<file path="src/act_pkg.sv">
// act_pkg: shared types and constants for the alarm countdown timer
// operation codes, packed hh:mm:ss type and status structs between modules
// no dependencies
package act_pkg;

    localparam int unsigned HOUR_W = 5;
    localparam int unsigned UNIT_W = 6;
    localparam int unsigned OP_W   = 4;

    localparam logic [HOUR_W-1:0] LAST_HOUR = HOUR_W'(23);
    localparam logic [UNIT_W-1:0] LAST_UNIT = UNIT_W'(59);

    typedef enum logic [OP_W-1:0] {
        OP_HOUR_UP      = 4'd0,
        OP_HOUR_DOWN    = 4'd1,
        OP_MINUTE_UP    = 4'd2,
        OP_MINUTE_DOWN  = 4'd3,
        OP_SECOND_UP    = 4'd4,
        OP_SECOND_DOWN  = 4'd5,
        OP_ALARM_TOGGLE = 4'd6,
        OP_LOAD         = 4'd7,
        OP_RELOAD       = 4'd8,
        OP_TICK         = 4'd9,
        OP_ARM          = 4'd10,
        OP_CHECK        = 4'd11,
        OP_SET_PAUSE    = 4'd12
    } op_t;

    // hour in the top bits, so a packed compare orders times correctly
    typedef struct packed {
        logic [HOUR_W-1:0] hour;
        logic [UNIT_W-1:0] minute;
        logic [UNIT_W-1:0] second;
    } hms_t;

    typedef struct packed {
        hms_t edit;
        logic alarm_enabled;
        logic fired;
    } edit_stat_t;

    typedef struct packed {
        hms_t remain;
        logic paused;
        logic expired;
        logic is_zero;
    } count_stat_t;

endpackage

</file>
<file path="src/act_in_if.sv">
// act_in_if: input channel of the alarm countdown timer
// valid/ready handshake with one operation and the current time
// depends on act_pkg
interface act_in_if
    import act_pkg::*;
();
    logic              valid;
    logic              ready;
    logic [OP_W-1:0]   operation;
    logic [HOUR_W-1:0] now_hour;
    logic [UNIT_W-1:0] now_minute;
    logic [UNIT_W-1:0] now_second;
    logic              pause_value;

    modport source (
        output valid, operation, now_hour, now_minute, now_second, pause_value,
        input  ready
    );
    modport sink (
        input  valid, operation, now_hour, now_minute, now_second, pause_value,
        output ready
    );
endinterface

</file>
<file path="src/act_out_if.sv">
// act_out_if: result channel of the alarm countdown timer
// valid/ready handshake with the state after each operation and its flags
// depends on act_pkg
interface act_out_if
    import act_pkg::*;
();
    logic              valid;
    logic              ready;
    logic [HOUR_W-1:0] edit_hour_out;
    logic [UNIT_W-1:0] edit_minute_out;
    logic [UNIT_W-1:0] edit_second_out;
    logic [HOUR_W-1:0] remain_hour_out;
    logic [UNIT_W-1:0] remain_minute_out;
    logic [UNIT_W-1:0] remain_second_out;
    logic              alarm_enabled_out;
    logic              paused_out;
    logic              countdown_expired;
    logic              countdown_is_zero;
    logic              alarm_fired;

    modport source (
        output valid, edit_hour_out, edit_minute_out, edit_second_out,
               remain_hour_out, remain_minute_out, remain_second_out,
               alarm_enabled_out, paused_out, countdown_expired,
               countdown_is_zero, alarm_fired,
        input  ready
    );
    modport sink (
        input  valid, edit_hour_out, edit_minute_out, edit_second_out,
               remain_hour_out, remain_minute_out, remain_second_out,
               alarm_enabled_out, paused_out, countdown_expired,
               countdown_is_zero, alarm_fired,
        output ready
    );
endinterface

</file>
<file path="src/act_edit.sv">
// act_edit: edited hh:mm:ss setting, alarm enable, target and fired latch
// updates on each transfer and gives the post-operation status
// depends on act_pkg
module act_edit
    import act_pkg::*;
(
    input  logic       clk,
    input  logic       rst_n,
    input  logic       accept,
    input  op_t        op,
    input  hms_t       now,
    output hms_t       edit,
    output edit_stat_t stat_next
);

    hms_t edit_reg, edit_next;
    hms_t target_reg, target_next;
    logic enable_reg, enable_next;
    logic latched_reg, latched_next;
    logic fired;

    assign edit = edit_reg;

    always_comb
    begin
        edit_next    = edit_reg;
        target_next  = target_reg;
        enable_next  = enable_reg;
        latched_next = latched_reg;
        fired        = 1'b0;
        unique case (op)
            OP_HOUR_UP:
                edit_next.hour = (edit_reg.hour == LAST_HOUR) ? '0 : edit_reg.hour + 1'b1;
            OP_HOUR_DOWN:
                edit_next.hour = (edit_reg.hour == '0) ? LAST_HOUR : edit_reg.hour - 1'b1;
            OP_MINUTE_UP:
                edit_next.minute = (edit_reg.minute == LAST_UNIT) ? '0
                                   : edit_reg.minute + 1'b1;
            OP_MINUTE_DOWN:
                edit_next.minute = (edit_reg.minute == '0) ? LAST_UNIT
                                   : edit_reg.minute - 1'b1;
            OP_SECOND_UP:
                edit_next.second = (edit_reg.second == LAST_UNIT) ? '0
                                   : edit_reg.second + 1'b1;
            OP_SECOND_DOWN:
                edit_next.second = (edit_reg.second == '0) ? LAST_UNIT
                                   : edit_reg.second - 1'b1;
            OP_ALARM_TOGGLE:
                enable_next = ~enable_reg;
            OP_ARM:
            begin
                target_next  = edit_reg;
                latched_next = 1'b0;
            end
            OP_CHECK:
            begin
                // packed compare is hour, then minute, then second
                if (enable_reg && !latched_reg && (now >= target_reg))
                begin
                    fired        = 1'b1;
                    latched_next = 1'b1;
                end
            end
            default:
            begin
            end
        endcase
    end

    assign stat_next = '{edit: edit_next, alarm_enabled: enable_next, fired: fired};

    always_ff @(posedge clk or negedge rst_n)
    begin
        if (!rst_n)
        begin
            edit_reg    <= '0;
            target_reg  <= '0;
            enable_reg  <= 1'b0;
            latched_reg <= 1'b0;
        end
        else if (accept)
        begin
            edit_reg    <= edit_next;
            target_reg  <= target_next;
            enable_reg  <= enable_next;
            latched_reg <= latched_next;
        end
    end

endmodule

</file>
<file path="src/act_count.sv">
// act_count: countdown start value, remaining time and pause flag
// one-second borrow decrement on tick, reports expiry at zero
// depends on act_pkg
module act_count
    import act_pkg::*;
(
    input  logic        clk,
    input  logic        rst_n,
    input  logic        accept,
    input  op_t         op,
    input  logic        pause_value,
    input  hms_t        edit,
    output count_stat_t stat_next
);

    hms_t start_reg, start_next;
    hms_t remain_reg, remain_next;
    logic paused_reg, paused_next;
    logic expired;

    always_comb
    begin
        start_next  = start_reg;
        remain_next = remain_reg;
        paused_next = paused_reg;
        expired     = 1'b0;
        unique case (op)
            OP_LOAD:
            begin
                start_next  = edit;
                remain_next = edit;
                paused_next = 1'b0;
            end
            OP_RELOAD:
            begin
                remain_next = start_reg;
                paused_next = 1'b0;
            end
            OP_TICK:
            begin
                if (!paused_reg)
                begin
                    priority if (remain_reg.second != '0)
                    begin
                        remain_next.second = remain_reg.second - 1'b1;
                    end
                    else if (remain_reg.minute != '0)
                    begin
                        remain_next.minute = remain_reg.minute - 1'b1;
                        remain_next.second = LAST_UNIT;
                    end
                    else if (remain_reg.hour != '0)
                    begin
                        remain_next.hour   = remain_reg.hour - 1'b1;
                        remain_next.minute = LAST_UNIT;
                        remain_next.second = LAST_UNIT;
                    end
                    else
                    begin
                        expired = 1'b1;
                    end
                end
            end
            OP_SET_PAUSE:
                paused_next = pause_value;
            default:
            begin
            end
        endcase
    end

    assign stat_next = '{remain: remain_next, paused: paused_next, expired: expired,
                         is_zero: (remain_next == '0)};

    always_ff @(posedge clk or negedge rst_n)
    begin
        if (!rst_n)
        begin
            start_reg  <= '0;
            remain_reg <= '0;
            paused_reg <= 1'b0;
        end
        else if (accept)
        begin
            start_reg  <= start_next;
            remain_reg <= remain_next;
            paused_reg <= paused_next;
        end
    end

endmodule

</file>
<file path="src/alarm_countdown_timer_top.sv">
// alarm_countdown_timer_top: hh:mm:ss editor with countdown and alarm compare
// instantiates act_edit and act_count, holds the result register
// depends on act_pkg, act_in_if, act_out_if
//
//  channel  | dir | contents
//  ---------+-----+-----------------------------------------------------------
//  in_ch    | in  | operation, now_hour/minute/second, pause_value
//  out_ch   | out | edit and remain hh:mm:ss, enable/pause flags, expiry,
//           |     | zero and fired flags
//
// every transfer on in_ch yields exactly one result, offered the cycle after
// one item per cycle while out_ch is not stalled: state update and result capture share a single edge
// in_ch.ready is high while the result register is empty or being drained
// reset clears all state to zero and empties the result register
// a stalled out_ch holds its result and blocks in_ch until taken
module alarm_countdown_timer_top
    import act_pkg::*;
(
    input  logic      clk,
    input  logic      rst_n,
    act_in_if.sink    in_ch,
    act_out_if.source out_ch
);

    logic        accept;
    op_t         op;
    hms_t        now;
    hms_t        edit;
    edit_stat_t  edit_stat;
    count_stat_t count_stat;

    // result register
    logic        out_valid_reg;
    edit_stat_t  edit_res_reg;
    count_stat_t count_res_reg;

    // take a new item whenever the result slot is free or freeing this cycle
    assign in_ch.ready = !out_valid_reg || out_ch.ready;
    assign accept      = in_ch.valid && in_ch.ready;

    // codes above set pause fall to the default arm and change nothing
    assign op  = op_t'(in_ch.operation);
    assign now = '{hour: in_ch.now_hour, minute: in_ch.now_minute,
                   second: in_ch.now_second};

    act_edit u_edit (
        .clk       (clk),
        .rst_n     (rst_n),
        .accept    (accept),
        .op        (op),
        .now       (now),
        .edit      (edit),
        .stat_next (edit_stat)
    );

    act_count u_count (
        .clk         (clk),
        .rst_n       (rst_n),
        .accept      (accept),
        .op          (op),
        .pause_value (in_ch.pause_value),
        .edit        (edit),
        .stat_next   (count_stat)
    );

    always_ff @(posedge clk or negedge rst_n)
    begin
        if (!rst_n)
        begin
            out_valid_reg <= 1'b0;
        end
        else if (accept)
        begin
            out_valid_reg <= 1'b1;
        end
        else if (out_ch.ready)
        begin
            out_valid_reg <= 1'b0;
        end
    end

    // payload only, no reset needed
    always_ff @(posedge clk)
    begin
        if (accept)
        begin
            edit_res_reg  <= edit_stat;
            count_res_reg <= count_stat;
        end
    end

    assign out_ch.valid             = out_valid_reg;
    assign out_ch.edit_hour_out     = edit_res_reg.edit.hour;
    assign out_ch.edit_minute_out   = edit_res_reg.edit.minute;
    assign out_ch.edit_second_out   = edit_res_reg.edit.second;
    assign out_ch.remain_hour_out   = count_res_reg.remain.hour;
    assign out_ch.remain_minute_out = count_res_reg.remain.minute;
    assign out_ch.remain_second_out = count_res_reg.remain.second;
    assign out_ch.alarm_enabled_out = edit_res_reg.alarm_enabled;
    assign out_ch.paused_out        = count_res_reg.paused;
    assign out_ch.countdown_expired = count_res_reg.expired;
    assign out_ch.countdown_is_zero = count_res_reg.is_zero;
    assign out_ch.alarm_fired       = edit_res_reg.fired;

endmodule

</file>
<file path="src/flat_wrapper.sv">
// flat-port wrapper written by rule: the top's interface ports become plain ports
module alarm_countdown_timer_top_flat import act_pkg::*;
  (clk, rst_n, in_ch_valid, in_ch_operation, in_ch_now_hour, in_ch_now_minute, in_ch_now_second, in_ch_pause_value, in_ch_ready, out_ch_valid, out_ch_edit_hour_out, out_ch_edit_minute_out, out_ch_edit_second_out, out_ch_remain_hour_out, out_ch_remain_minute_out, out_ch_remain_second_out, out_ch_alarm_enabled_out, out_ch_paused_out, out_ch_countdown_expired, out_ch_countdown_is_zero, out_ch_alarm_fired, out_ch_ready);
  act_in_if in_ch_i ();
  act_out_if out_ch_i ();
  input  logic clk;
  input  logic rst_n;
  input wire logic [$bits(in_ch_i.valid)-1:0] in_ch_valid;
  input wire logic [$bits(in_ch_i.operation)-1:0] in_ch_operation;
  input wire logic [$bits(in_ch_i.now_hour)-1:0] in_ch_now_hour;
  input wire logic [$bits(in_ch_i.now_minute)-1:0] in_ch_now_minute;
  input wire logic [$bits(in_ch_i.now_second)-1:0] in_ch_now_second;
  input wire logic [$bits(in_ch_i.pause_value)-1:0] in_ch_pause_value;
  output wire logic [$bits(in_ch_i.ready)-1:0] in_ch_ready;
  output wire logic [$bits(out_ch_i.valid)-1:0] out_ch_valid;
  output wire logic [$bits(out_ch_i.edit_hour_out)-1:0] out_ch_edit_hour_out;
  output wire logic [$bits(out_ch_i.edit_minute_out)-1:0] out_ch_edit_minute_out;
  output wire logic [$bits(out_ch_i.edit_second_out)-1:0] out_ch_edit_second_out;
  output wire logic [$bits(out_ch_i.remain_hour_out)-1:0] out_ch_remain_hour_out;
  output wire logic [$bits(out_ch_i.remain_minute_out)-1:0] out_ch_remain_minute_out;
  output wire logic [$bits(out_ch_i.remain_second_out)-1:0] out_ch_remain_second_out;
  output wire logic [$bits(out_ch_i.alarm_enabled_out)-1:0] out_ch_alarm_enabled_out;
  output wire logic [$bits(out_ch_i.paused_out)-1:0] out_ch_paused_out;
  output wire logic [$bits(out_ch_i.countdown_expired)-1:0] out_ch_countdown_expired;
  output wire logic [$bits(out_ch_i.countdown_is_zero)-1:0] out_ch_countdown_is_zero;
  output wire logic [$bits(out_ch_i.alarm_fired)-1:0] out_ch_alarm_fired;
  input wire logic [$bits(out_ch_i.ready)-1:0] out_ch_ready;
  assign in_ch_i.valid = in_ch_valid;
  assign in_ch_i.operation = in_ch_operation;
  assign in_ch_i.now_hour = in_ch_now_hour;
  assign in_ch_i.now_minute = in_ch_now_minute;
  assign in_ch_i.now_second = in_ch_now_second;
  assign in_ch_i.pause_value = in_ch_pause_value;
  assign in_ch_ready = in_ch_i.ready;
  assign out_ch_valid = out_ch_i.valid;
  assign out_ch_edit_hour_out = out_ch_i.edit_hour_out;
  assign out_ch_edit_minute_out = out_ch_i.edit_minute_out;
  assign out_ch_edit_second_out = out_ch_i.edit_second_out;
  assign out_ch_remain_hour_out = out_ch_i.remain_hour_out;
  assign out_ch_remain_minute_out = out_ch_i.remain_minute_out;
  assign out_ch_remain_second_out = out_ch_i.remain_second_out;
  assign out_ch_alarm_enabled_out = out_ch_i.alarm_enabled_out;
  assign out_ch_paused_out = out_ch_i.paused_out;
  assign out_ch_countdown_expired = out_ch_i.countdown_expired;
  assign out_ch_countdown_is_zero = out_ch_i.countdown_is_zero;
  assign out_ch_alarm_fired = out_ch_i.alarm_fired;
  assign out_ch_i.ready = out_ch_ready;
  alarm_countdown_timer_top u_core (.clk(clk), .rst_n(rst_n), .in_ch(in_ch_i), .out_ch(out_ch_i));
endmodule
</file>
<file path="config.mk">
export PLATFORM = sky130hd
export DESIGN_NAME = alarm_countdown_timer_top_flat
export DESIGN_NICKNAME = d
export VERILOG_FILES = /design/src/act_pkg.sv /design/src/act_in_if.sv /design/src/act_out_if.sv /design/src/act_edit.sv /design/src/act_count.sv /design/src/alarm_countdown_timer_top.sv /design/src/flat_wrapper.sv
export SDC_FILE = /design/constraint.sdc
export NUM_CORES = 1
export LEC_CHECK = 0
export BUFFER_PORTS_ARGS = -buffer_cell sky130_fd_sc_hd__buf_2
export CAP_MARGIN = 10
export CELL_PAD_IN_SITES_DETAIL_PLACEMENT = 0
export CELL_PAD_IN_SITES_GLOBAL_PLACEMENT = 1
export CORE_MARGIN = 10
export CORE_UTILIZATION = 46
export CTS_CLUSTER_SIZE = 24
export DETAILED_ROUTE_END_ITERATION = 10
export PLACE_DENSITY_LB_ADDON = 0.05
export SLEW_MARGIN = 20
export SYNTH_ARGS = -nofsm -noshare
export SYNTH_HDL_FRONTEND = slang
export SYNTH_SLANG_ARGS = --single-unit
</file>
<file path="constraint.sdc">
create_clock -name clk -period 3.2 [get_ports clk]
set_input_delay 0.16 -clock clk [delete_from_list [all_inputs] [get_ports clk]]
set_output_delay 0.16 -clock clk [all_outputs]
set_load 0.01 [all_outputs]
</file>
==> flow_summary_export.csv, run 1 <==
group,metric,value,unit
outcome,outcome,"completed",
synth,synth_edf_count,39,
cts,cts_buffers,9,
route,vias,5118,
cts,clock_path_buffers,2,
sta,fin_crit,2920,ps
finish,finalInstanceArea,7110,µm²
synth,ys_async_sr_fraction,0.649,
synth,ys_ff_latch,111,
critical_path,startpoint_type,"flop",
synth,yosys_warnings,0,
cts,cts_setup_buffers,0,
cts,clkLatencyLatePin,350,ps
sta,timing.final.max_slew_violations,0,
critical_path,worstPathCellList,"inv_1, ha_1, or4b_4, nor3_4, a31oi_1, o21a_1, o22a_1, nor4_1, and4b_1",
route,drt_iter0_markers,388,
min_path,hold_class,"in -> reg",
cts,cts_tree,"done",
placed_design,place_congestion,0.891,
finish,nets,773,
pwr,leakage,3.10,nW
route,drc,0,
run,cap_viol_max_count,0,
cts,root_buffer,"clkbuf_16",
critical_path,critPathArrivalTime,3150,ps
global_route,overflow,0,
cts,clk_pin_slew,70,ps
sta,fin_crit_sh,0.913,
critical_path,worst_setup_path_end_kind,"flop",
die,core_area,13200,µm²
critical_path,worstPathRequired,3420,ps
pwr,peakVddDrop,0.479,mV
synth,yosysTopAreaCell,"dfrtp_1",
die,io_pins,67,
critical_path,cpPeakStageDelay,510,ps
die,rows,42,
critical_path,critPathTopFamily,"simple AND/OR/NAND/NOR gates",
critical_path,crit_type,"reg -> reg",
synth,ys_top_cells_by_area,"dfrtp_1, edfxtp_1, ha_1",
placed_design,dp_slack,237,ps
sta,fin_skew,5.07,ps
global_route,grt_pass1_wl,27.4,mm
synth,synth.distinct_cells,67,
synth,synth_nets,708,
die,fp.dieH,136,µm
synth,synth_top_area_share,0.289,
route,ant_nets,0,
die,die_area,18600,µm²
global_route,grt_usage,0.185,
sta,finalHoldViolCount,0,
finish,drive_gt1_frac,0.190,
synth,syn_avg_cell_area,9.51,µm²
sta,setup_slack,277,ps
finish,area_delta_synth_final,14.1,%
cts,htree_num_levels,3,
route,wire_per_inst,18.4,µm
global_route,grt_pass1_vias,5255,
sta,rsz0062_at_grt,"no",
placed_design,portBuffers,66,
sta,worst_pin_slew,638,ps
sta,final.setup.tns,0,ps
critical_path,cp_num_buf_inv,1,
synth,synth.most_common_cell,"nand2_1",
route,drt_wl_total,16.6,mm
sta,fmax,342,MHz
critical_path,critPathSlowestCell,"or4b_4",
die,die_width,136,µm
global_route,grt_max_degree,32,
pwr,p_per_area,708,nW/µm²
route,via_per_inst,5.68,
finish,antennaDiodeCount,0,
sta,slew_headroom,0.573,
critical_path,r2r_slack,280,ps
pwr,power,5.03,mW
synth,synthTopCellsByCount,"nand2_1, dfrtp_1, o21ai_0",
sta,setup_viol,0,
die,initial_core_util,0.470,
placed_design,post_dp_cell_area,6810,µm²
synth,synthCells,655,
synth,synth_seq_area_share,0.477,
route,drt_pass1_iterations,5,
global_route,antenna_found_initial,0,
synth,synth_flop_cell,"dfrtp_1",
cts,clkSinkCount,111,
placed_design,dp_hpwl,12.3,mm
critical_path,worstPathMaxFanout,5,
synth,syn_area,6230,µm²
## power breakdown
| group | leakage [nW] | internal (mW) | total (mW) | switching, mW |
|---|---|---|---|---|
| Clock | 0.140 | 0.628 | 1.12 | 0.491 |
| Combinational | 1.65 | 0.695 | 1.64 | 0.942 |
| Sequential | 1.31 | 1.86 | 2.28 | 0.414 |
| Total | 3.10 | 3.19 | 5.03 | 1.85 |
## worst register-to-register path: stages, from the launching register on
cell	delay (ps)
dfrtp_1	410
inv_1	90
ha_1	230
or4b_4	510
nor3_4	330
a31oi_1	180
o21a_1	200
o22a_1	210
nor4_1	400
and4b_1	250
## cells by family after synthesis
logic type,share of synthesized area
buf+inv,0.0506
flops,0.477
xor+xnor,0.0183
mux,0.0520
fa+ha+maj,0.0542
compound gates,0.167
simple gates,0.181
## worst paths after layout
kind | start | to | cells after the start
setup reg to reg | u_core.u_count.remain_reg[12] | u_core.out_ch.countdown_is_zero | 9
hold reg to reg | u_core.u_count.start_reg[6] | u_core.u_count.start_reg[6] | 2
max in group asynchronous | rst_n | u_core.u_count.remain_reg[12] | 3
min in group asynchronous | rst_n | u_core.u_edit.target_reg[2] | 2
hold / removal | in_ch_valid | u_core.out_ch.valid | 2
setup / recovery | u_core.u_count.remain_reg[12] | u_core.out_ch.countdown_is_zero | 9
## cells in the final DEF, fill, tap and decap left out, drive strengths merged, types with 3 or more instances in the layout
cell type	count
nand2	90
buf	88
dfrtp	72
o21ai	61
inv	47
edfxtp	39
nor2	38
a21oi	34
mux2	27
ha	27
nand3	21
nor3	20
nor2b	13
clkbuf	13
nand2b	8
o22ai	8
a22oi	8
nor4	8
xor2	7
or3	6
xnor2	6
nand4	6
a21o	6
o31ai	5
nor4b	4
a211oi	4
a31oi	4
a211o	3
o41ai	3
## cell type report
class	instances	area, µm²
Inverter	47	176
Clock inverter	3	42.5
Sequential cell	111	2970
Clock buffer	13	250
Timing Repair Buffer	89	505
Fill cell	1250	6130
Tap cell	176	220
Multi-Input combinational cell	462	2940
## metal layers
layer	part of all wire	global-route usage	up-vias
li1	-	-	2493
met1	0.47	0.249	2476
met2	0.46	0.293	134
met3	0.057	0.0435	15
met4	0.012	0.0438	0
met5	0	0	-
## per-stage QoR
step                      hold slack, ps  std cells  utilization
after floorplan                     -136        655            -
after global placement               162        884        0.514
after detailed placement             164        884        0.514
after CTS                           22.6        901        0.537
after global routing                36.2        901        0.537
final                               21.8        901        0.537
## what timing repair did
item,4_1_cts,5_1_grt
gates resized for setup,0,0
hold buffers,1,0
endpoints found under the hold margin,17,0
setup endpoints to repair,0,0
Note: power is estimated with default switching activity, not from simulation.
==> inputs of run 2 (changes only) <==
--- a/config.mk
+++ b/config.mk
@@ -10,10 +10,12 @@
 export CELL_PAD_IN_SITES_DETAIL_PLACEMENT = 0
 export CELL_PAD_IN_SITES_GLOBAL_PLACEMENT = 1
 export CORE_MARGIN = 10
-export CORE_UTILIZATION = 46
+export CORE_UTILIZATION = 49
+export CTS_CLUSTER_DIAMETER = 60
 export CTS_CLUSTER_SIZE = 24
 export DETAILED_ROUTE_END_ITERATION = 10
 export PLACE_DENSITY_LB_ADDON = 0.05
+export RECOVER_POWER = 50
 export SLEW_MARGIN = 20
 export SYNTH_ARGS = -nofsm -noshare
 export SYNTH_HDL_FRONTEND = slang
==> constraint.sdc (replaced) <==
create_clock -name clk -period 3.4 [get_ports clk]
set_input_delay 0.17 -clock clk [delete_from_list [all_inputs] [get_ports clk]]
set_output_delay 0.17 -clock clk [all_outputs]
set_load 0.01 [all_outputs]
==> run 2 against run 1 <==
The flow now finishes with violations (max-capacitance violations, max-slew violations). Hold slack got worse by 7.0 ps. Worst setup slack improved by 82 ps. Sequential cell count did not move. Register-to-register slack improved by 80 ps. Combinational power fell by 7%. Wire length fell by 0.49%. Power fell by 5.6%. Die area fell by 5.2%. Cell area fell by 1.3%.
==> flow_summary_export.csv, run 2 (same netlist as run 1, synthesis figures left out) <==
group,metric,value,unit
critical_path,cpPeakStageDelay,510,ps
die,die_width,133,µm
placed_design,dp_slack,392,ps
critical_path,startpoint_type,"flop",
die,rows,41,
global_route,grt_usage,0.188,
critical_path,worstPathRequired,3630,ps
cts,cts_setup_buffers,0,
sta,final.setup.tns,0,ps
outcome,violations,"max-capacitance violations, max-slew violations",
run,cap_viol_max_count,1,
pwr,peakVddDrop,0.330,mV
pwr,leakage,2.96,nW
sta,finalHoldViolCount,0,
route,drt_pass1_iterations,5,
global_route,antenna_found_initial,0,
placed_design,place_congestion,0.907,
min_path,whs_endpoint,"u_core.out_ch.valid",
min_path,hold_class,"in -> reg",
finish,drive_gt1_frac,0.124,
die,core_area,12500,µm²
cts,cts_buffers,9,
cts,clkSinkCount,111,
placed_design,dp_hpwl,12.1,mm
route,drt_wl_total,16.5,mm
route,drt_iter0_markers,483,
critical_path,path_common_cell,"inv_1",
sta,worst_pin_slew,1980,ps
critical_path,r2r-start,"u_core.u_count.remain_reg[12]",
sta,fin_crit_sh,0.894,
cts,htree_num_levels,3,
sta,setup_viol,0,
critical_path,critPathSlowestCell,"or4b_4",
sta,rsz0062_at_grt,"no",
pwr,p_per_area,677,nW/µm²
critical_path,r2r_slack,360,ps
critical_path,crit_type,"reg -> reg",
placed_design,portBuffers,66,
min_path,hp-start,"in_ch_valid",
sta,slew_headroom,-0.320,
route,wire_per_inst,18.5,µm
cts,root_buffer,"clkbuf_16",
finish,area_delta_synth_final,12.6,%
critical_path,critPathArrivalTime,3270,ps
outcome,outcome,"finished with violations",
route,vias,5161,
global_route,overflow,0,
sta,setup_slack,359,ps
route,via_per_inst,5.79,
sta,fin_hold_ws,14.8,ps
die,die_area,17600,µm²
global_route,grt_pass1_vias,5072,
global_route,grt_max_degree,76,
critical_path,worst_setup_path_end_kind,"flop",
sta,fmax,329,MHz
die,initial_core_util,0.498,
sta,fin_crit,3040,ps
global_route,grt_pass1_wl,26.9,mm
finish,layout_commonest_cell,"nand2_1",
route,drc,0,
critical_path,r2r_cells,10,
die,io_pins,67,
critical_path,r2r-end,"u_core.out_ch.countdown_is_zero",
cts,cts_tree,"done",
critical_path,worstPathCellList,"inv_1, ha_1, or4b_4, nor3_4, a21oi_2, a21o_1, a21oi_1, inv_1, nor4_1, and4b_1",
min_path,holdPathStages,2,
finish,antennaDiodeCount,0,
die,fp.dieH,133,µm
cts,clkLatencyLatePin,360,ps
cts,clock_path_buffers,2,
finish,final_cell_mix,"nand2_1, dfrtp_1, o21ai_0",
route,ant_nets,0,
finish,nets,768,
critical_path,worstPathMaxFanout,5,
cts,clk_pin_slew,70,ps
sta,timing.final.max_slew_violations,36,
sta,fin_skew,7.13,ps
-- run 2: worst max-delay path by stage --
stage	startpoint	endpoint	slack (ps)	cells past startpoint
6_report	u_core.u_count.remain_reg[12]	u_core.out_ch.countdown_is_zero	360	10
5_1_grt	u_core.u_count.remain_reg[12]	u_core.out_ch.countdown_is_zero	180	10
4_1_cts	u_core.u_count.remain_reg[12]	u_core.out_ch.countdown_is_zero	380	10
3_5_place_dp	u_core.u_count.remain_reg[12]	u_core.out_ch.countdown_is_zero	390	10
3_3_place_gp	u_core.u_count.remain_reg[12]	u_core.out_ch.countdown_is_zero	470	10
2_1_floorplan	u_core.out_ch.valid	u_core.out_ch.alarm_enabled_out	530	5
-- run 2: power by group --
| group | leakage, nW | switching (mW) | internal [mW] |
|---|---|---|---|
| clock network | 0.155 | 0.486 | 0.616 |
| registers | 1.31 | 0.365 | 1.76 |
| logic | 1.49 | 0.909 | 0.619 |
| total | 2.96 | 1.76 | 2.99 |
-- run 2: per-layer routing --
layer / wire [µm] / global-route usage / up-vias
met3: 867 / 0.0307 / 17
met2: 7700 / 0.302 / 166
met1: 7700 / 0.253 / 2497
met4: 219 / 0.0599 / 0
li1: - / - / 2481
met5: 0 / 0 / -
-- run 2: worst max-delay path: cells and delay by family (launching register included) --
family,cells,cell delay [ps]
DFF,1,420
and+or+nand+nor,4,1570
AOI/OAI and AO/OA,3,540
buffers and inverters,2,180
adders and majority gates,1,210
-- run 2: layout make-up --
class	instances	area, µm²
tap	172	215
fill	1184	5500
clock buffer	11	254
multi-input combinational	462	2940
sequential	111	2970
clock inverter	5	53.8
timing repair buffer	84	400
inverter	47	176
-- run 2: through the flow --
step / cell area (µm²) / std cells / utilization / power, mW
2_1_floorplan: 6230 / 655 / - / 3.16
3_3_place_gp: 6760 / 875 / 0.540 / 3.64
3_5_place_dp: 6760 / 875 / 0.540 / 3.69
4_1_cts: 7080 / 892 / 0.566 / 4.80
5_1_grt: 7010 / 892 / 0.560 / 5.07
6_report: 7010 / 892 / 0.560 / 4.75
-- run 2: timing repair --
item,4_1_cts,5_1_grt
resized for setup,0,0
hold endpoints to repair,33,0
hold buffers,1,0
